<file path="src/rtl/obbt_pkg.sv">
`timescale 1ns / 1ps
// Shared types for the order book best bid/ask tracker.
// Used by the arithmetic unit and the top level; no dependencies.
package obbt_pkg;

	localparam int KEY_W   = 64;
	localparam int PRICE_W = 64;
	localparam int QTY_W   = 32;

	typedef struct packed {
		logic               used;
		logic [KEY_W-1:0]   key;
		logic               side;
		logic [PRICE_W-1:0] price;
		logic [QTY_W-1:0]   qty;
	} slot_t;

	typedef struct packed {
		logic [PRICE_W-1:0] price;
		logic [QTY_W-1:0]   qty;
	} lvl_t;

	typedef struct packed {
		logic             eq;
		logic             lt;
		logic             gt;
		logic             qle;
		logic [QTY_W-1:0] qsum;
		logic [QTY_W-1:0] qdiff;
	} alu_res_t;

endpackage

</file>
<file path="src/rtl/obbt_alu.sv">
`timescale 1ns / 1ps
// Shared compare and quantity unit for key, price and level quantity checks.
// Depends on obbt_pkg.
module obbt_alu (
	input  logic [63:0]        a,
	input  logic [63:0]        b,
	input  logic [31:0]        qa,
	input  logic [31:0]        qb,
	output obbt_pkg::alu_res_t res
);
	import obbt_pkg::*;

	always_comb begin
		res.eq    = (a == b);
		res.lt    = ($signed(a) < $signed(b));
		res.gt    = ($signed(a) > $signed(b));
		res.qle   = (qa <= qb);
		res.qsum  = qa + qb;
		res.qdiff = qa - qb;
	end

endmodule

</file>
<file path="config.mk">
export PLATFORM = sky130hd
export DESIGN_NAME = obbt_alu
export DESIGN_NICKNAME = d
export VERILOG_FILES = /design/src/rtl/obbt_pkg.sv /design/src/rtl/obbt_alu.sv
export SDC_FILE = /design/constraint.sdc
export NUM_CORES = 1
export LEC_CHECK = 0
export ABC_AREA = 1
export BUFFER_PORTS_ARGS = -buffer_cell sky130_fd_sc_hd__buf_2
export CORE_UTILIZATION = 32
export DETAILED_ROUTE_END_ITERATION = 16
export PLACE_DENSITY = 0.72
export SKIP_LAST_GASP = 1
export SLEW_MARGIN = 5
export SYNTH_ARGS = -nofsm -noshare
export SYNTH_HDL_FRONTEND = slang
export SYNTH_SLANG_ARGS = --single-unit
export TNS_END_PERCENT = 5
</file>
<file path="constraint.sdc">
create_clock -name vclk -period 2.5
set_input_delay 0.5 -clock vclk [all_inputs]
set_output_delay 0.5 -clock vclk [all_outputs]
set_load 0.01 [all_outputs]
</file>
==> results.md, run 1 <==
- Endpoint class of the critical path: output pin
- Antenna violations before repair: 0
- CP Max Fanout: 3
- DR iter-0 viols: 390
- Top cells by area, synth: ha_1 28%, nand2_1 14%, inv_1 13%
- Sequential cell area: 0 um2
- Final Cycle Share: 113.0%
- Flop pwr share: 0%
- Combinational share of power: 100.0%
- Data required time of the worst path: 2.00 ns
- Area Growth Syn to Fin: 66.76%
- Worst path slowest cell: fa_2
- Library cells used by synthesis: 40
- Most used cell, CP: nand2_2
- # clk buffers: 0
- Final Hold Vio Count: 0
- Largest net degree at the start of global routing: 8
- Crit Path Class: input port to output pin
- Sequential cell count: 0
- Clock power share: 0%
- Internal: 1.133 mW
- I/O Pins: 260
- Total number of vias: 8106
- Met1 GRT Util: 30.46%
- Critical Path AT: 2.32 ns
- HPWL after detailed placement: 20610 um
- Die Height: 134.4 um
- Drt total wl: 23610 um
- Vias per inst: 4.860
- Fraction of layout cells with a size suffix above 1: 42.20%
- Ant. Diodes: 0
- RSZ-0062 raised after global routing: yes
- Post-DP Area: 0.008733 mm2
- Dpl ws: -0.4921 ns
- Avg Synthesized Cell Area: 5.753 um2
- Fmax: 354.1 MHz
- DR WL/cell: 14.15 um
- Post-route antenna net violation count: 0
- Row count: 48
- Drt first pass iters: 6
- Met3 GRT Util: 1.474%
- I/O Buffers: 260
- Worst-Margin Slew: 0.3530 ns
- Yosys warns: 0
- MaxCap Viol Count: 0
- Mapped cell area: 0.005609 mm2
- LEAKAGE: 5.425 nW
- Final setup vio count: 54
- Rel. slew slack: 76.37%
- Gr ovfl total: 0
- Post-Syn Nets: 1296
- Global-route wire length before repair: 36070 um
- M2 GR Usage: 45.62%
- Number of nets in the layout: 1766
- Worst path max stage delay: 0.32 ns
- Post-route core utilization: 54.46%
- Vias in the first global route: 7717
- Post-synth top area cell: ha_1
- CORE AREA: 0.01718 mm2
- Slew Limit Fails: 0
- Die area: 0.01806 mm2
- Violated checks: negative setup slack
- Period minus WS final: 2.824 ns
- Hold Crit Class: input port to output pin
- Die width: 134.4 um
- Initial Util: 32.66%
- Pwr dens: 260.8 mW/mm2
- Drt drc: 0
- Net Switching: 1.307 mW
- Status: finished with violations
- Yosys top cell area share: 28.33%
- PnR worst setup slack: -0.3239 ns
- CP Launch Type: input port
- Post-synthesis sequential area ratio: 0%
- VDD IR-drop max: 0.1854 mV
- Gpl congestion: 0.9537
- Post-synthesis cell count: 975
- Sw Share: 53.57%
- Cell chain of the critical path: buf_6 -> buf_6 -> ha_4 -> inv_2 -> fa_2 -> or2_1 -> o21ai_2 -> nand2_2 -> nand2_2 -> a21oi_4 -> o21bai_4 -> nand2_2 -> nand2_1 -> nand2_1 -> nand2_2 -> buf_6
- Gr busiest metal: met2
- Tot GR Track Use: 24.72%
- Post-route cell area: 0.009354 mm2
## repair_timing
action / in CTS / in global routing
pin swaps: 22 / 19
hold buffers: 0 / 0
gates cloned: 0 / 0
resized for setup: 39 / 104
endpoints found under the setup margin: 56 / 58
setup buffers: 5 / 3
## cells by family after synthesis
family,after synthesis,share of synthesized area (%)
simple gates,378,27.30
buf+inv,216,15.46
xor+xnor,47,7.339
fa+ha+maj,129,29.04
compound gates,205,20.86
## worst max-delay path, delay by kind of cell
kind / cells / cell delay [ns]
AO/OA/AOI/OAI: 3 / 0.43
buffers and inverters: 4 / 0.29
AND/OR/NAND/NOR: 7 / 0.65
adder cells (fa/ha/maj): 2 / 0.44
## cell usage after synthesis
cell type	instances
a21boi_0	2
a21boi_1	1
a21o_1	10
a21oi_1	109
a21oi_2	2
a21oi_4	1
a31oi_1	4
a41oi_1	1
and3_1	2
and3b_1	1
buf_2	9
buf_4	2
buf_6	3
clkbuf_2	4
clkbuf_8	1
fa_1	2
ha_1	127
inv_1	196
inv_2	1
nand2_1	204
nand2_2	3
nand3_1	34
nand4_1	10
nor2_1	106
nor3_1	14
nor4_1	3
o2111ai_1	1
o211ai_1	4
o21a_1	5
o21ai_0	48
o21ai_1	2
o21ai_2	3
o21bai_1	8
o21bai_2	1
o21bai_4	1
o221ai_1	1
o31ai_1	1
or2_0	1
xnor2_1	2
xor2_1	45
## power by group through the flow
stage                     clock network [mW]  registers, mW  logic [mW]
after floorplan                            0              0        1.09
after global placement                     0              0        2.19
after detailed placement                   0              0        2.21
after CTS                                  0              0        2.28
after global routing                       0              0        2.65
final                                      0              0        2.44
## cells in the final DEF, fill, tap and decap left out, drive strengths merged, types with 5 or more instances in the layout
cell / n
a21o: 10
a21oi: 112
o21a: 5
nand4: 10
o21bai: 10
xor2: 45
nand2: 207
nor2: 106
inv: 197
buf: 487
nor3: 14
ha: 127
o21ai: 53
nand3: 34
## stage by stage
stage	power (mW)	hold WS, ns	std cells	TNS (ns)
after CTS	2.281	1.426	1665	-12.35
after floorplan	1.087	1.164	975	-0.7863
after detailed placement	2.207	1.460	1660	-18.15
final	2.439	1.437	1668	-11.62
after global routing	2.653	1.464	1668	-17.98
after global placement	2.186	1.453	1660	-17.40
## path summary, 6_finish.rpt
kind              startpoint      end  slack, ns  cells past startpoint
hold / removal         qb[0]   res[0]       1.44                      4
setup / recovery       qa[0]  res[54]      -0.32                     16
## cell type report
type	count	area [um2]
fill	1717	7823
inverter	197	742.0
timing repair buffer	487	3044
multi-input combinational	759	5286
tap	225	281.5
## metal layers
layer | vias to the layer above | share of wire [%]
met3 | 53 | 7.2
met4 | 0 | 3.6
met2 | 337 | 49
met1 | 3657 | 40
li1 | 4059 | -
met5 | - | 0
No activity file was read; power rests on OpenSTA's default activity.
==> run 2: changes to the inputs <==
--- a/config.mk
+++ b/config.mk
@@ -5,11 +5,11 @@
 export SDC_FILE = /design/constraint.sdc
 export NUM_CORES = 1
 export LEC_CHECK = 0
-export ABC_AREA = 1
+export ABC_AREA = 0
 export BUFFER_PORTS_ARGS = -buffer_cell sky130_fd_sc_hd__buf_2
 export CORE_UTILIZATION = 32
 export DETAILED_ROUTE_END_ITERATION = 16
-export PLACE_DENSITY = 0.72
+export PLACE_DENSITY = 0.73
 export SKIP_LAST_GASP = 1
 export SLEW_MARGIN = 5
 export SYNTH_ARGS = -nofsm -noshare
==> results.md, run 2 <==
- Mapped cell area: 0.005263 mm2
- I/O Buffers: 260
- Worst path max stage delay: 0.44 ns
- Xor-xnor portion of the synthesized cell area: 9.320%
- Cells after DPL: 1426
- Library cells used by synthesis: 62
- Gr ovfl total: 0
- Area Growth Syn to Fin: 66.95%
- Worst path slowest cell: a221o_2
- Post-Syn Nets: 1089
- Post-route antenna net violation count: 0
- VDD IR-drop max: 0.1715 mV
- Largest net degree at the start of global routing: 11
- Post-route core utilization: 55.11%
- Final Cycle Share: 130.7%
- Compound-Gate Fraction of Synth Area: 29.62%
- Slew Limit Fails: 0
- LEAKAGE: 4.825 nW
- Drt first pass iters: 5
- RSZ-0062 raised after global routing: yes
- PnR worst setup slack: -0.7686 ns
- Hold Crit Class: input port to output pin
- Drt drc: 0
- Yosys warns: 0
- Cell chain of the critical path: buf_2 -> inv_1 -> ha_4 -> inv_2 -> a41oi_2 -> a31oi_2 -> nor3_4 -> o21ai_2 -> a221o_2 -> a311oi_2 -> xnor2_1 -> buf_2
- Commonest cells after routing, fill and taps aside: 255 x buf_2, 217 x buf_4, 123 x inv_1
- Total number of vias: 7240
- Initial Util: 33.01%
- Critical Path AT: 2.77 ns
- Row count: 46
- Post-synth top area cell: ha_1
- Rel. slew slack: 69.36%
- DR iter-0 viols: 355
- Post-synthesis cell count: 768
- DR WL/cell: 14.07 um
- Fraction of layout cells with a size suffix above 1: 45.16%
- Final Hold Vio Count: 0
- CP Max Fanout: 6
- Sequential cell area: 0 um2
- Top cells by area, synth: ha_1 30%, inv_1 9.3%, xnor2_1 8.3%
- Data required time of the worst path: 2.00 ns
- Die Height: 130.2 um
- Tot GR Track Use: 22.48%
- Status: finished with violations
- Finished Layout Cells: 1436
- Commonest non-fill, non-tap cell in the layout: buf_2
- Drt total wl: 20210 um
- Number of nets in the layout: 1541
- Vias in the first global route: 6905
- Endpoint class of the critical path: output pin
- Most used cell, CP: buf_2
- Global-route wire length before repair: 30650 um
- Die width: 130.2 um
- Post-synthesis sequential area ratio: 0%
- Final setup vio count: 56
- Die area: 0.01696 mm2
- HPWL after detailed placement: 17590 um
- Sequential cell count: 0
- Main combinational cell family by area after synthesis: adder cells
- # clk buffers: 0
- Crit path buf inv count: 4
- Crit path max-delay family: compound AO/OA/AOI/OAI gates
- MaxCap Viol Count: 0
- Dpl ws: -0.9011 ns
- Avg Synthesized Cell Area: 6.852 um2
- Hold-fix buffers, CTS: 0
- Gpl congestion: 0.9862
- Yosys top cell area share: 30.19%
- Most frequent cell after synthesis: inv_1
- Final TNS setup: -28.73 ns
- Synth Area in Simple Gates: 17.57%
- Violated checks: negative setup slack
- Pwr dens: 265.9 mW/mm2
- Crit Path Class: input port to output pin
- Antenna violations before repair: 4
- Vias per inst: 5.042
- Post-Synth Adder-Cell Area: 30.96%
- Mux contribution to synthesized area: 0.1902%
- Period minus WS final: 3.269 ns
- Worst-Margin Slew: 0.4554 ns
- CP Launch Type: input port
- Post-synth top cells: 130 x inv_1, 127 x ha_1, 83 x a21oi_1
- I/O Pins: 260
- CORE AREA: 0.01594 mm2
- Fmax: 305.9 MHz
## run 2: cell types whose count changed in the layout (fill, tap and decap cells not counted), sizes merged, moves of 28 or more
cell   previous run  this run
nand2           207        40
inv             197       131
nor2            106        51
xnor2             2        50
xor2             45         6
a21oi           112        84
## run 2: cells by family (layout without fill, tap and decap cells)
group,count (synthesis),in the layout
compound gates,239,239
simple gates,185,185
buf+inv,158,608
fa+ha+maj,129,129
xor+xnor,56,56
mux,1,1
other cells,0,2
## run 2: area by class of cell
type | count | area [um2]
well taps | 216 | 270.3
diodes | 2 | 5.005
fillers | 1522 | 7157
repair buffers | 476 | 2954
multi-input cells | 610 | 5036
inverters | 132 | 520.5
## run 2: worst paths after layout
| check | end | depth (start not counted) | startpoint |
|---|---|---|---|
| setup / recovery | res[60] | 12 | qb[5] |
| hold / removal | res[32] | 4 | qb[0] |
## run 2: through the flow
step           power, mW  hold slack [ns]  instance area (um2)
2_1_floorplan      1.154            1.179                 5434
3_3_place_gp       2.162            1.414                 8378
3_5_place_dp       2.186            1.423                 8378
4_1_cts            2.296            1.412                 8716
5_1_grt            2.549            1.409                 8786
6_report           2.337            1.393                 8786
## run 2: report_power, final
group          switching [mW]   total [mW]  internal (mW)
sequential                  0            0              0
combinational            1.17         2.34           1.16
clock                       0  0.000000107    0.000000107
total                    1.17         2.34           1.16
## run 2: repair_timing
action / CTS / global route
pin swaps: 24 / 6
buffers inserted: 8 / 0
gates resized for setup: 55 / 20
endpoints found under the setup margin: 57 / 58
gates cloned: 0 / 0
## run 2: metal layers
metal,track usage [%],wire length (um),vias to the layer above
li1,-,-,3614
met1,24.45,7830,3255
met2,44.12,9982,321
met3,3.157,1669,46
met4,7.182,697,4
met5,0,27,-
==> run 3: changes to the inputs <==
--- a/config.mk
+++ b/config.mk
@@ -9,7 +9,9 @@
 export BUFFER_PORTS_ARGS = -buffer_cell sky130_fd_sc_hd__buf_2
 export CORE_UTILIZATION = 32
 export DETAILED_ROUTE_END_ITERATION = 16
+export GPL_ROUTABILITY_DRIVEN = 0
 export PLACE_DENSITY = 0.73
+export RECOVER_POWER = 100
 export SKIP_LAST_GASP = 1
 export SLEW_MARGIN = 5
 export SYNTH_ARGS = -nofsm -noshare
==> results.md, run 3 (synthesis results as in run 2) <==
- Global-route wire length before repair: 31220 um
- Pwr dens: 265.9 mW/mm2
- Total Power: 2.353 mW
- Antenna violations before repair: 2
- DR WL/cell: 14.45 um
- Crit Path Class: input port to output pin
- Area of the multi-input gates: 0.005057 mm2
- # fillers: 1472
- Worst-Margin Slew: 0.4242 ns
- VDD IR-drop max: 0.1878 mV
- HPWL after detailed placement: 17390 um
- Total number of vias: 7359
- Commonest cells after routing, fill and taps aside: 247 x buf_2, 219 x buf_4, 123 x inv_1
- MaxCap Viol Count: 0
- Drt total wl: 20800 um
- Tot GR Track Use: 22.81%
- Post-DP Area: 0.008371 mm2
- Final setup vio count: 56
- Status: finished with violations
- Post-route antenna net violation count: 0
- Area Growth Syn to Fin: 68.12%
- DR iter-0 viols: 497
- # clk buffers: 0
- CP Max Fanout: 6
- PnR worst setup slack: -0.7459 ns
- Post-route cell area: 0.008847 mm2
- Initial Util: 33.01%
- Commonest non-fill, non-tap cell in the layout: buf_2
- Gr ovfl total: 0
- CP Launch Type: input port
- Drt first pass iters: 5
- Largest net degree at the start of global routing: 10
- Die Height: 130.2 um
- Data required time of the worst path: 2.00 ns
- CORE AREA: 0.01594 mm2
- Die width: 130.2 um
- Violated checks: negative setup slack
- I/O Pins: 260
- Die area: 0.01696 mm2
- I/O Buffers: 260
- Hold Crit Class: input port to output pin
- Sequential cell count: 0
- Row count: 46
- Fmax: 308.1 MHz
- Number of nets in the layout: 1544
- LEAKAGE: 4.844 nW
- Post-route core utilization: 55.49%
- Endpoint class of the critical path: output pin
- Critical Path AT: 2.75 ns
- Sequential cell area: 0 um2
- Period minus WS final: 3.246 ns
- Slew Limit Fails: 0
- Vias per inst: 5.114
- Hold-fix buffers, CTS: 0
- Final Cycle Share: 129.8%
- Fraction of layout cells with a size suffix above 1: 45.54%
- RSZ-0062 raised after global routing: yes
- Final Hold Vio Count: 0
- Rel. slew slack: 71.55%
- Vias in the first global route: 6844
- Drt drc: 0
## run 3: what timing repair did
item                                    in CTS  in global routing
pin swaps                                   29                 11
endpoints found under the setup margin      57                 58
resized for setup                           58                 30
setup buffers                               10                  2
## run 3: routing by layer
layer	vias to the layer above	track usage, %	part of all wire [%]
li1	3629	-	-
met1	3293	25.69	39
met2	365	43.27	49
met3	72	2.788	7.6
met4	0	8.755	4.4
met5	-	0	0
## run 3: worst max-delay path: stages
cell      delay [ns]
buf_2           0.10
inv_1           0.06
ha_4            0.30
inv_2           0.05
a41oi_2         0.23
a31oi_2         0.15
nor3_4          0.27
o21ai_2         0.08
a221o_2         0.44
a311oi_2        0.27
xnor2_1         0.15
buf_2           0.14
## run 3: layout make-up
type	count	share of cell area [%]
Multi-Input combinational cell	610	57.16
Timing Repair Buffer	479	33.84
Inverter	132	5.883
Tap cell	216	3.055
Antenna cell	2	0.05657
## run 3: metrics by stage
step / hold WS (ns) / setup TNS (ns) / setup slack (ns) / instances
floorplan: 1.179 / -8.143 / -0.4335 / 768
global placement: 1.415 / -31.07 / -0.8547 / 1425
detailed placement: 1.425 / -32.87 / -0.9186 / 1425
CTS: 1.451 / -27.99 / -0.7069 / 1435
global route: 1.474 / -36.70 / -0.8440 / 1439
finish: 1.441 / -29.57 / -0.7459 / 1439
## run 3: power breakdown
group	internal, mW	leakage [nW]	switching (mW)
logic	1.17	4.84	1.19
clock network	0.000000107	0.0000127	0
registers	0	0	0
total	1.17	4.84	1.19
## run 3: path summary, 6_finish.rpt
path	end	depth (start not counted)	from	slack [ns]
worst max-delay path	res[60]	12	qb[5]	-0.75
worst min-delay path	res[0]	4	qb[0]	1.44
