$ cat src/rtl/obbt_ram.sv
`timescale 1ns / 1ps
// Simple dual-port RAM: one write port, one registered read port.
// No dependencies.
module obbt_ram #(
	parameter int W  = 8,
	parameter int AW = 4
) (
	input  logic          clk,
	input  logic          we,
	input  logic [AW-1:0] waddr,
	input  logic [W-1:0]  wdata,
	input  logic [AW-1:0] raddr,
	output logic [W-1:0]  rdata
);

	logic [W-1:0] mem [2**AW];

	always_ff @(posedge clk) begin
		if (we) begin
			mem[waddr] <= wdata;
		end
		rdata <= mem[raddr];
	end

endmodule

$ cat config.mk
export PLATFORM = sky130hd
export DESIGN_NAME = obbt_ram
export DESIGN_NICKNAME = d
export VERILOG_FILES = /design/src/rtl/obbt_ram.sv
export SDC_FILE = /design/constraint.sdc
export NUM_CORES = 1
export LEC_CHECK = 0
export BUFFER_PORTS_ARGS = -buffer_cell sky130_fd_sc_hd__buf_2
export CAP_MARGIN = 20
export CELL_PAD_IN_SITES_DETAIL_PLACEMENT = 0
export CELL_PAD_IN_SITES_GLOBAL_PLACEMENT = 1
export CORE_ASPECT_RATIO = 1.1
export CORE_UTILIZATION = 60
export CTS_BUF_LIST = sky130_fd_sc_hd__clkbuf_8
export CTS_CLUSTER_DIAMETER = 80
export DETAILED_ROUTE_END_ITERATION = 10
export HOLD_SLACK_MARGIN = 0.03
export PLACE_DENSITY = 0.95
export SLEW_MARGIN = 20
export SYNTH_ARGS = -nofsm -noshare
export SYNTH_HDL_FRONTEND = slang
export SYNTH_SLANG_ARGS = --single-unit
$ cat constraint.sdc
create_clock -name clk -period 3.65 [get_ports clk]
set_input_delay 0.1825 -clock clk [delete_from_list [all_inputs] [get_ports clk]]
set_output_delay 0.1825 -clock clk [all_outputs]
set_load 0.01 [all_outputs]
==> impl_metrics.prom, run 1 <==
# TYPE chip_impl_metric gauge
chip_impl_info{name="status",value="completed"} 1
chip_impl_metric{name="layoutNonFillerInstCount",unit=""} 390
chip_impl_metric{name="synth_compound_area_share",unit="%"} 2.33
chip_impl_info{name="timing.critical_path.from",value="raddr[0]"} 1
chip_impl_info{name="hold_class",value="in2reg"} 1
chip_impl_info{name="synth_area_leaders",value="sky130_fd_sc_hd__edfxtp_1 (75%), sky130_fd_sc_hd__mux4_2 (7.9%), sky130_fd_sc_hd__mux4_1 (7.1%)"} 1
chip_impl_metric{name="p_seq_share",unit="%"} 54.6
chip_impl_metric{name="synth_net_count",unit=""} 247
chip_impl_metric{name="route.detailed.drc",unit=""} 0
chip_impl_metric{name="grt.overflow.total",unit=""} 0
chip_impl_metric{name="critical_path.max_fanout",unit=""} 32
chip_impl_info{name="layout.cells.most_common_list",value="sky130_fd_sc_hd__edfxtp_1 (128), sky130_fd_sc_hd__buf_2 (25), sky130_fd_sc_hd__mux4_2 (18)"} 1
chip_impl_metric{name="finalPower",unit="W"} 0.00322
chip_impl_info{name="critical_path.slowest_cell",value="sky130_fd_sc_hd__buf_2"} 1
chip_impl_info{name="start_point_of_the_worst_min_delay_path",value="wdata[1]"} 1
chip_impl_metric{name="routed_vias",unit=""} 2413
chip_impl_metric{name="post-route-cell-area",unit="mm^2"} 0.00579
chip_impl_metric{name="h-tree-depth",unit=""} 4
chip_impl_metric{name="fin_skew",unit="ps"} 15.1
chip_impl_metric{name="floorplan.die.width",unit="um"} 90.3
chip_impl_metric{name="worst_setup_hold_path_clk_slew",unit="ps"} 80
chip_impl_metric{name="slowest_delay",unit="ps"} 780
chip_impl_metric{name="slew_headroom",unit="%"} 29.9
chip_impl_metric{name="share_of_total_power_consumed_by_net_switching",unit="%"} 20.6
chip_impl_metric{name="grt_pass1_wl",unit="mm"} 14.1
chip_impl_info{name="worst_r2r_startpoint",value="mem[9][1]"} 1
chip_impl_metric{name="postCtsSetupBuffers",unit=""} 0
chip_impl_info{name="cp_cell_sequence",value="buf_2 > mux4_1 > a22oi_1 > nand2_1"} 1
chip_impl_metric{name="groute.usage.overall",unit="%"} 23.2
chip_impl_metric{name="floorplan.die_area",unit="mm^2"} 0.00895
chip_impl_metric{name="antenna_violations_before_repair",unit=""} 0
chip_impl_metric{name="synthDistinctLibCells",unit=""} 19
chip_impl_metric{name="synth_area_per_cell",unit="um^2"} 22.5
chip_impl_metric{name="grt_pass1_vias",unit=""} 2388
chip_impl_metric{name="synth_simple_gate_area_share",unit="%"} 3.18
chip_impl_metric{name="insertedDiodeCount",unit=""} 0
chip_impl_metric{name="power_per_cell_area",unit="mW/mm^2"} 556
chip_impl_metric{name="core",unit="mm^2"} 0.00836
chip_impl_metric{name="drv_slew",unit=""} 0
chip_impl_info{name="clock_tree_from_tritoncts",value="done"} 1
chip_impl_metric{name="cts_buffers",unit=""} 17
chip_impl_metric{name="synthDominantCellAreaShare",unit="%"} 74.7
chip_impl_metric{name="drt-vias-per-instance",unit=""} 6.19
chip_impl_metric{name="p_sw",unit="W"} 0.000663
chip_impl_metric{name="yosys-mux-area-fraction",unit="%"} 15.0
chip_impl_metric{name="fmaxAchievable",unit="MHz"} 562
chip_impl_metric{name="yosysWarningCount",unit=""} 0
chip_impl_metric{name="cts.hold.buffers_added",unit=""} 0
chip_impl_metric{name="postLayoutCoreUtil",unit="%"} 69.2
chip_impl_info{name="layout.cells.most_common",value="sky130_fd_sc_hd__edfxtp_1"} 1
chip_impl_metric{name="synthesis.area",unit="mm^2"} 0.00515
chip_impl_metric{name="power.ir.vdd_worst",unit="uV"} 280
chip_impl_metric{name="cp.required",unit="ps"} 3940
chip_impl_metric{name="postSynthCellCount",unit=""} 229
chip_impl_metric{name="final_setup_vio_count",unit=""} 0
chip_impl_metric{name="clk_latency",unit="ps"} 440
chip_impl_metric{name="port_buffers",unit=""} 25
chip_impl_metric{name="detailed_route_wire_length",unit="mm"} 9.45
chip_impl_metric{name="number_of_instances_resized_during_post_cts_repair",unit=""} 0
chip_impl_metric{name="layout_worst_path_cycle_share",unit="%"} 48.8
chip_impl_metric{name="clockPowerShare",unit="%"} 40.6
chip_impl_metric{name="grt_max_degree",unit=""} 33
chip_impl_metric{name="finalNetCount",unit=""} 284
chip_impl_info{name="cp_top_family",value="buffers and inverters"} 1
chip_impl_metric{name="synth.ff_latch_count",unit=""} 136
chip_impl_metric{name="yosysSeqAreaShare",unit="%"} 77.8
chip_impl_metric{name="cell_internal_pwr",unit="W"} 0.00255
chip_impl_metric{name="post_route_cells_drive_above_1_share",unit="%"} 28.3
chip_impl_metric{name="critPathBufInv",unit=""} 1
chip_impl_metric{name="min_period",unit="ps"} 1780
chip_impl_metric{name="flow.area_growth_from_synthesis",unit="%"} 12.4
chip_impl_metric{name="die-height",unit="um"} 99.1
chip_impl_metric{name="synth_xor_xnor_area_share",unit="%"} 0
chip_impl_metric{name="post_synth_fa_ha_maj_area_fraction",unit="%"} 0
chip_impl_info{name="critPathCaptureType",value="flip-flop"} 1
chip_impl_metric{name="drt-wirelength-per-cell",unit="um"} 24.2
chip_impl_metric{name="place_area",unit="mm^2"} 0.00535
chip_impl_info{name="clk_root_buffer_cell",value="sky130_fd_sc_hd__clkbuf_8"} 1
chip_impl_metric{name="placement_rows",unit=""} 35
chip_impl_metric{name="finalHoldViolCount",unit=""} 0
chip_impl_metric{name="power.combinational.fraction",unit="%"} 4.8
chip_impl_metric{name="cts.sinks",unit=""} 136
chip_impl_metric{name="setup_tns",unit="ps"} 0
chip_impl_metric{name="io_pins",unit=""} 26
chip_impl_metric{name="cts_max_path_buffers",unit=""} 2
chip_impl_metric{name="final_antenna_violating_net_count",unit=""} 0
chip_impl_metric{name="power.static_leakage",unit="nW"} 1.93
chip_impl_info{name="grt_setup_unrepaired",value="no"} 1
chip_impl_metric{name="worstMarginPinSlew",unit="ps"} 1050
chip_impl_metric{name="post-dp-hpwl",unit="mm"} 5.84
chip_impl_metric{name="drt-pass1-iter-count",unit=""} 5
chip_impl_info{name="netlist.top_cell.by_area",value="sky130_fd_sc_hd__edfxtp_1"} 1
chip_impl_metric{name="critPathArrivalTime",unit="ps"} 2070
chip_impl_metric{name="initialDrtViolationCount",unit=""} 236
chip_impl_info{name="synth_top_family_by_area",value="multiplexers"} 1
chip_impl_info{name="critPathKind",value="in2reg"} 1
chip_impl_metric{name="post-place-cells",unit=""} 358
chip_impl_metric{name="initial_core_util",unit="%"} 61.5
chip_impl_metric{name="cap_viol_max_count",unit=""} 0
chip_impl_info{name="worst_setup_path_start_kind",value="primary input"} 1
chip_impl_metric{name="globalplace.congestion",unit=""} 0.785
-- path summary, 6_finish.rpt --
kind	to	slack, ps	cells after the start
min	mem[5][1]	130	1
max	rdata[1]	1870	4
max reg2reg	rdata[1]	2200	3
min reg2reg	rdata[2]	680	3
-- state kept, by name, indices dropped and copies added (netlist names) --
signal  cells
mem       128
rdata       8
-- cell families after synthesis --
group,Yosys count
compound gates,16
buf+inv,10
flops,136
mux,32
simple gates,35
-- through the flow --
step | worst slack (ps) | hold WS [ps]
floorplan | 1970 | 281
finish | 1870 | 131
detailed placement | 1410 | 578
CTS | 1870 | 103
global placement | 1470 | 566
global route | 1780 | 115
-- power by group through the flow --
| stage | Clock, W | Combinational [W] | Sequential (W) |
|---|---|---|---|
| 2_1_floorplan | 0 | 0.0000886 | 0.00179 |
| 3_3_place_gp | 0 | 0.000148 | 0.00179 |
| 3_5_place_dp | 0 | 0.000154 | 0.00179 |
| 4_1_cts | 0.00132 | 0.000155 | 0.00176 |
| 5_1_grt | 0.00139 | 0.000165 | 0.00176 |
| 6_report | 0.00131 | 0.000154 | 0.00176 |
-- synth_stat cells --
| library cell | instances |
|---|---|
| sky130_fd_sc_hd__nand3b_1 | 2 |
| sky130_fd_sc_hd__edfxtp_1 | 128 |
| sky130_fd_sc_hd__nand2b_1 | 2 |
| sky130_fd_sc_hd__buf_6 | 3 |
| sky130_fd_sc_hd__nor3_1 | 4 |
| sky130_fd_sc_hd__nand2_1 | 9 |
| sky130_fd_sc_hd__mux4_1 | 14 |
| sky130_fd_sc_hd__nor2b_1 | 1 |
| sky130_fd_sc_hd__and2b_1 | 1 |
| sky130_fd_sc_hd__dfxtp_1 | 8 |
| sky130_fd_sc_hd__buf_2 | 3 |
| sky130_fd_sc_hd__or3b_2 | 1 |
| sky130_fd_sc_hd__a22oi_1 | 16 |
| sky130_fd_sc_hd__and2_1 | 1 |
| sky130_fd_sc_hd__mux4_2 | 18 |
| sky130_fd_sc_hd__buf_4 | 1 |
| sky130_fd_sc_hd__nand3_1 | 1 |
| sky130_fd_sc_hd__nor2_1 | 13 |
| sky130_fd_sc_hd__clkdlybuf4s25_2 | 3 |
-- layer usage --
layer,vias up,share of wire (%),GRT usage (%)
met5,-,0,0
met4,0,2.7,11.0
met3,17,7.0,5.73
met2,138,50,36.7
met1,1209,40,31.1
li1,1049,-,-
-- cell type report --
type,instances,area (um^2)
Sequential cell,136,4000
Timing Repair Buffer,28,148
Clock inverter,15,200
Clock buffer,17,234
Fill cell,517,2580
Tap cell,111,139
Multi-Input combinational cell,83,1060
Power figures use the tool's default switching activity.
==> run 2: changes to the inputs <==
ABC_AREA = 1   (was unset)
CORE_UTILIZATION = 46   (was 60)
PLACE_DENSITY = 0.88   (was 0.95)
clock period = 1.6 ns   (was 3.65 ns; I/O delays follow)
==> impl_metrics.prom, run 2 <==
# TYPE chip_impl_metric gauge
chip_impl_info{name="dominantRegCellSynth",value="sky130_fd_sc_hd__edfxtp_1"} 1
chip_impl_metric{name="power.static_leakage",unit="nW"} 2.85
chip_impl_metric{name="cts_buffers",unit=""} 17
chip_impl_metric{name="synth-async-reset-ratio",unit="%"} 0
chip_impl_metric{name="postLayoutCoreUtil",unit="%"} 53.7
chip_impl_metric{name="share_of_total_power_consumed_by_net_switching",unit="%"} 22.1
chip_impl_metric{name="cts.hold.buffers_added",unit=""} 1
chip_impl_metric{name="core",unit="mm^2"} 0.0121
chip_impl_metric{name="post-dp-hpwl",unit="mm"} 7.75
chip_impl_metric{name="yosysWarningCount",unit=""} 0
chip_impl_info{name="start_point_of_the_worst_min_delay_path",value="wdata[2]"} 1
chip_impl_metric{name="grt.overflow.total",unit=""} 0
chip_impl_metric{name="synthDistinctLibCells",unit=""} 12
chip_impl_metric{name="route.detailed.drc",unit=""} 0
chip_impl_info{name="synth_common_cells",value="sky130_fd_sc_hd__nand2_1 (173), sky130_fd_sc_hd__edfxtp_1 (128), sky130_fd_sc_hd__inv_1 (100), sky130_fd_sc_hd__nand3_1 (97), sky130_fd_sc_hd__nor2_1 (17)"} 1
chip_impl_info{name="status",value="completed"} 1
chip_impl_metric{name="h-tree-depth",unit=""} 4
chip_impl_info{name="netlist.top_cell.by_area",value="sky130_fd_sc_hd__edfxtp_1"} 1
chip_impl_metric{name="fin_skew",unit="ps"} 13.7
chip_impl_metric{name="layout_worst_path_cycle_share",unit="%"} 65.5
chip_impl_metric{name="cell_internal_pwr",unit="W"} 0.00580
chip_impl_metric{name="port_buffers",unit=""} 25
chip_impl_metric{name="max_reg_flops",unit=""} 128
chip_impl_metric{name="postCtsSetupBuffers",unit=""} 0
chip_impl_metric{name="number_of_instances_resized_during_post_cts_repair",unit=""} 0
chip_impl_metric{name="timing.reg2reg.setup_slack",unit="ps"} 550
chip_impl_metric{name="critPathArrivalTime",unit="ps"} 1380
chip_impl_metric{name="synthDominantCellAreaShare",unit="%"} 66.7
chip_impl_metric{name="grt_pass1_vias",unit=""} 3669
chip_impl_metric{name="grt_pass1_wl",unit="mm"} 19.7
chip_impl_info{name="critPathKind",value="reg2reg"} 1
chip_impl_metric{name="flow.area_growth_from_synthesis",unit="%"} 13.1
chip_impl_metric{name="floorplan.die_area",unit="mm^2"} 0.0130
chip_impl_metric{name="power.ir.vdd_worst",unit="uV"} 484
chip_impl_metric{name="r2r_cells",unit=""} 6
chip_impl_info{name="clock_tree_from_tritoncts",value="done"} 1
chip_impl_info{name="grt_setup_unrepaired",value="no"} 1
chip_impl_metric{name="antenna_violations_before_repair",unit=""} 0
chip_impl_metric{name="cap_viol_max_count",unit=""} 0
chip_impl_metric{name="cts_max_path_buffers",unit=""} 2
chip_impl_metric{name="yosysSeqAreaShare",unit="%"} 69.4
chip_impl_info{name="hold_class",value="in2reg"} 1
chip_impl_info{name="yosys.cell_count.top_type",value="sky130_fd_sc_hd__nand2_1"} 1
chip_impl_metric{name="floorplan.die.width",unit="um"} 109
chip_impl_metric{name="post_route_cells_drive_above_1_share",unit="%"} 12.4
chip_impl_metric{name="drt-wirelength-per-cell",unit="um"} 16.3
chip_impl_info{name="synth_area_leaders",value="sky130_fd_sc_hd__edfxtp_1 (67%), sky130_fd_sc_hd__nand2_1 (11%), sky130_fd_sc_hd__nand3_1 (8.4%)"} 1
chip_impl_metric{name="final_antenna_violating_net_count",unit=""} 0
chip_impl_metric{name="synth.ff_latch_count",unit=""} 136
chip_impl_info{name="layout.cells.most_common_list",value="sky130_fd_sc_hd__nand2_1 (173), sky130_fd_sc_hd__edfxtp_1 (128), sky130_fd_sc_hd__inv_1 (102)"} 1
chip_impl_metric{name="power.combinational.fraction",unit="%"} 6.5
chip_impl_info{name="hold_end",value="mem[4][2]"} 1
chip_impl_metric{name="grt_max_degree",unit=""} 65
chip_impl_info{name="worst_setup_path_start_kind",value="flip-flop"} 1
chip_impl_metric{name="min_period",unit="ps"} 1050
chip_impl_metric{name="drv_slew",unit=""} 0
chip_impl_info{name="clk_root_buffer_cell",value="sky130_fd_sc_hd__clkbuf_8"} 1
chip_impl_metric{name="power_per_cell_area",unit="mW/mm^2"} 1140
chip_impl_metric{name="drt-vias-per-instance",unit=""} 4.95
chip_impl_metric{name="initialDrtViolationCount",unit=""} 267
chip_impl_info{name="largest_register",value="mem"} 1
chip_impl_info{name="rr_endpoint",value="rdata[5]"} 1
chip_impl_info{name="layout.cells.most_common",value="sky130_fd_sc_hd__nand2_1"} 1
chip_impl_metric{name="postSynthCellCount",unit=""} 551
chip_impl_metric{name="insertedDiodeCount",unit=""} 0
chip_impl_info{name="timing.critical_path.from",value="mem[1][5]"} 1
chip_impl_metric{name="synth_area_per_cell",unit="um^2"} 10.5
chip_impl_metric{name="placement_rows",unit=""} 42
chip_impl_metric{name="finalNetCount",unit=""} 610
chip_impl_metric{name="cp.required",unit="ps"} 1930
chip_impl_metric{name="synth_net_count",unit=""} 569
chip_impl_metric{name="p_sw",unit="W"} 0.00164
chip_impl_metric{name="routed_vias",unit=""} 3756
chip_impl_info{name="largest_registers",value="mem: 128 flops, rdata: 8 flops"} 1
chip_impl_metric{name="groute.usage.overall",unit="%"} 21.2
chip_impl_metric{name="initial_core_util",unit="%"} 47.5
chip_impl_metric{name="hold-path-cell-count",unit=""} 1
chip_impl_metric{name="drt-pass1-iter-count",unit=""} 5
chip_impl_metric{name="p_seq_share",unit="%"} 53.8
chip_impl_metric{name="clockPowerShare",unit="%"} 39.7
chip_impl_metric{name="fmaxAchievable",unit="MHz"} 955
chip_impl_info{name="critPathCaptureType",value="flip-flop"} 1
chip_impl_metric{name="detailed_route_wire_length",unit="mm"} 12.4
chip_impl_metric{name="setup_tns",unit="ps"} 0
chip_impl_metric{name="io_pins",unit=""} 26
chip_impl_metric{name="finalHoldViolCount",unit=""} 0
chip_impl_metric{name="worst_setup_hold_path_clk_slew",unit="ps"} 70
chip_impl_metric{name="critical_path.max_fanout",unit=""} 1
chip_impl_info{name="worst_r2r_startpoint",value="mem[1][5]"} 1
chip_impl_metric{name="slew_headroom",unit="%"} 60.1
chip_impl_metric{name="final_setup_vio_count",unit=""} 0
chip_impl_metric{name="die-height",unit="um"} 119
chip_impl_metric{name="clk_latency",unit="ps"} 440
chip_impl_metric{name="cts.sinks",unit=""} 136
chip_impl_metric{name="post_synth_edffs",unit=""} 128
chip_impl_metric{name="synthesis.area",unit="mm^2"} 0.00577
chip_impl_metric{name="globalplace.congestion",unit=""} 0.806
chip_impl_metric{name="worstMarginPinSlew",unit="ps"} 598
==> run 2: cell types whose count changed after synthesis, moves of 4 or more <==
| cell | previous run | this run |
|---|---|---|
| sky130_fd_sc_hd__nand3_1 | 1 | 97 |
| sky130_fd_sc_hd__mux4_2 | 18 | 0 |
| sky130_fd_sc_hd__a22oi_1 | 16 | 0 |
| sky130_fd_sc_hd__mux4_1 | 14 | 0 |
| sky130_fd_sc_hd__nor2_1 | 13 | 17 |
| sky130_fd_sc_hd__nand2_1 | 9 | 173 |
| sky130_fd_sc_hd__inv_1 | 0 | 100 |
| sky130_fd_sc_hd__nor3_1 | 4 | 0 |
| sky130_fd_sc_hd__buf_2 | 3 | 13 |
==> run 2: worst max path at each step <==
| stage | end | slack, ps | cells past startpoint |
|---|---|---|---|
| after floorplan | mem[10][0] | 570 | 2 |
| after global placement | rdata[7] | 360 | 5 |
| after detailed placement | rdata[7] | 330 | 5 |
| after CTS | rdata[7] | 550 | 6 |
| after global routing | rdata[7] | 470 | 6 |
| final | rdata[5] | 550 | 6 |
==> run 2: power by group through the flow <==
stage / Sequential, W / Clock, W / Combinational (W)
after floorplan: 0.00409 / 0 / 0.000281
after global placement: 0.00408 / 0 / 0.000476
after detailed placement: 0.00408 / 0 / 0.000486
after CTS: 0.00400 / 0.00299 / 0.000489
after global routing: 0.00401 / 0.00315 / 0.000540
final: 0.00400 / 0.00295 / 0.000481
==> run 2: kinds of logic (layout without fill, tap and decap cells) <==
group | after synthesis | count (layout) | share of synthesized area (%)
simple gates | 289 | 289 | 21.0
flops | 136 | 136 | 69.4
buf+inv | 126 | 180 | 9.52
==> run 2: per-stage QoR <==
step	hold slack (ps)	setup slack (ps)	power, W	area, um^2	std cells
final	48.3	552	0.00744	6520	759
after detailed placement	452	329	0.00457	6090	726
after floorplan	179	569	0.00437	5770	551
after global placement	447	364	0.00456	6090	726
after CTS	38.5	550	0.00748	6520	759
after global routing	41.8	471	0.00770	6520	759
==> run 2: per-layer routing <==
metal | track usage [%] | vias to the layer above | share of wire [%]
li1 | - | 1850 | -
met5 | 0 | - | 0
met2 | 33.2 | 142 | 49
met3 | 4.21 | 18 | 6.8
met1 | 28.9 | 1746 | 42
met4 | 8.45 | 0 | 1.9
==> run 2: critical path, cell delays in order (launching register included) <==
cell	delay, ps
sky130_fd_sc_hd__edfxtp_1	400
sky130_fd_sc_hd__inv_1	70
sky130_fd_sc_hd__nand2_1	50
sky130_fd_sc_hd__nand3_1	90
sky130_fd_sc_hd__nand3_1	110
sky130_fd_sc_hd__nand3_1	180
sky130_fd_sc_hd__nand2_1	70
==> run 2: layout make-up <==
type / count / area, um^2
Sequential cell: 136 / 4000
Multi-Input combinational cell: 289 / 1210
Clock buffer: 17 / 234
Timing Repair Buffer: 46 / 310
Clock inverter: 15 / 186
Fill cell: 1045 / 5620
Tap cell: 154 / 193
Inverter: 102 / 383
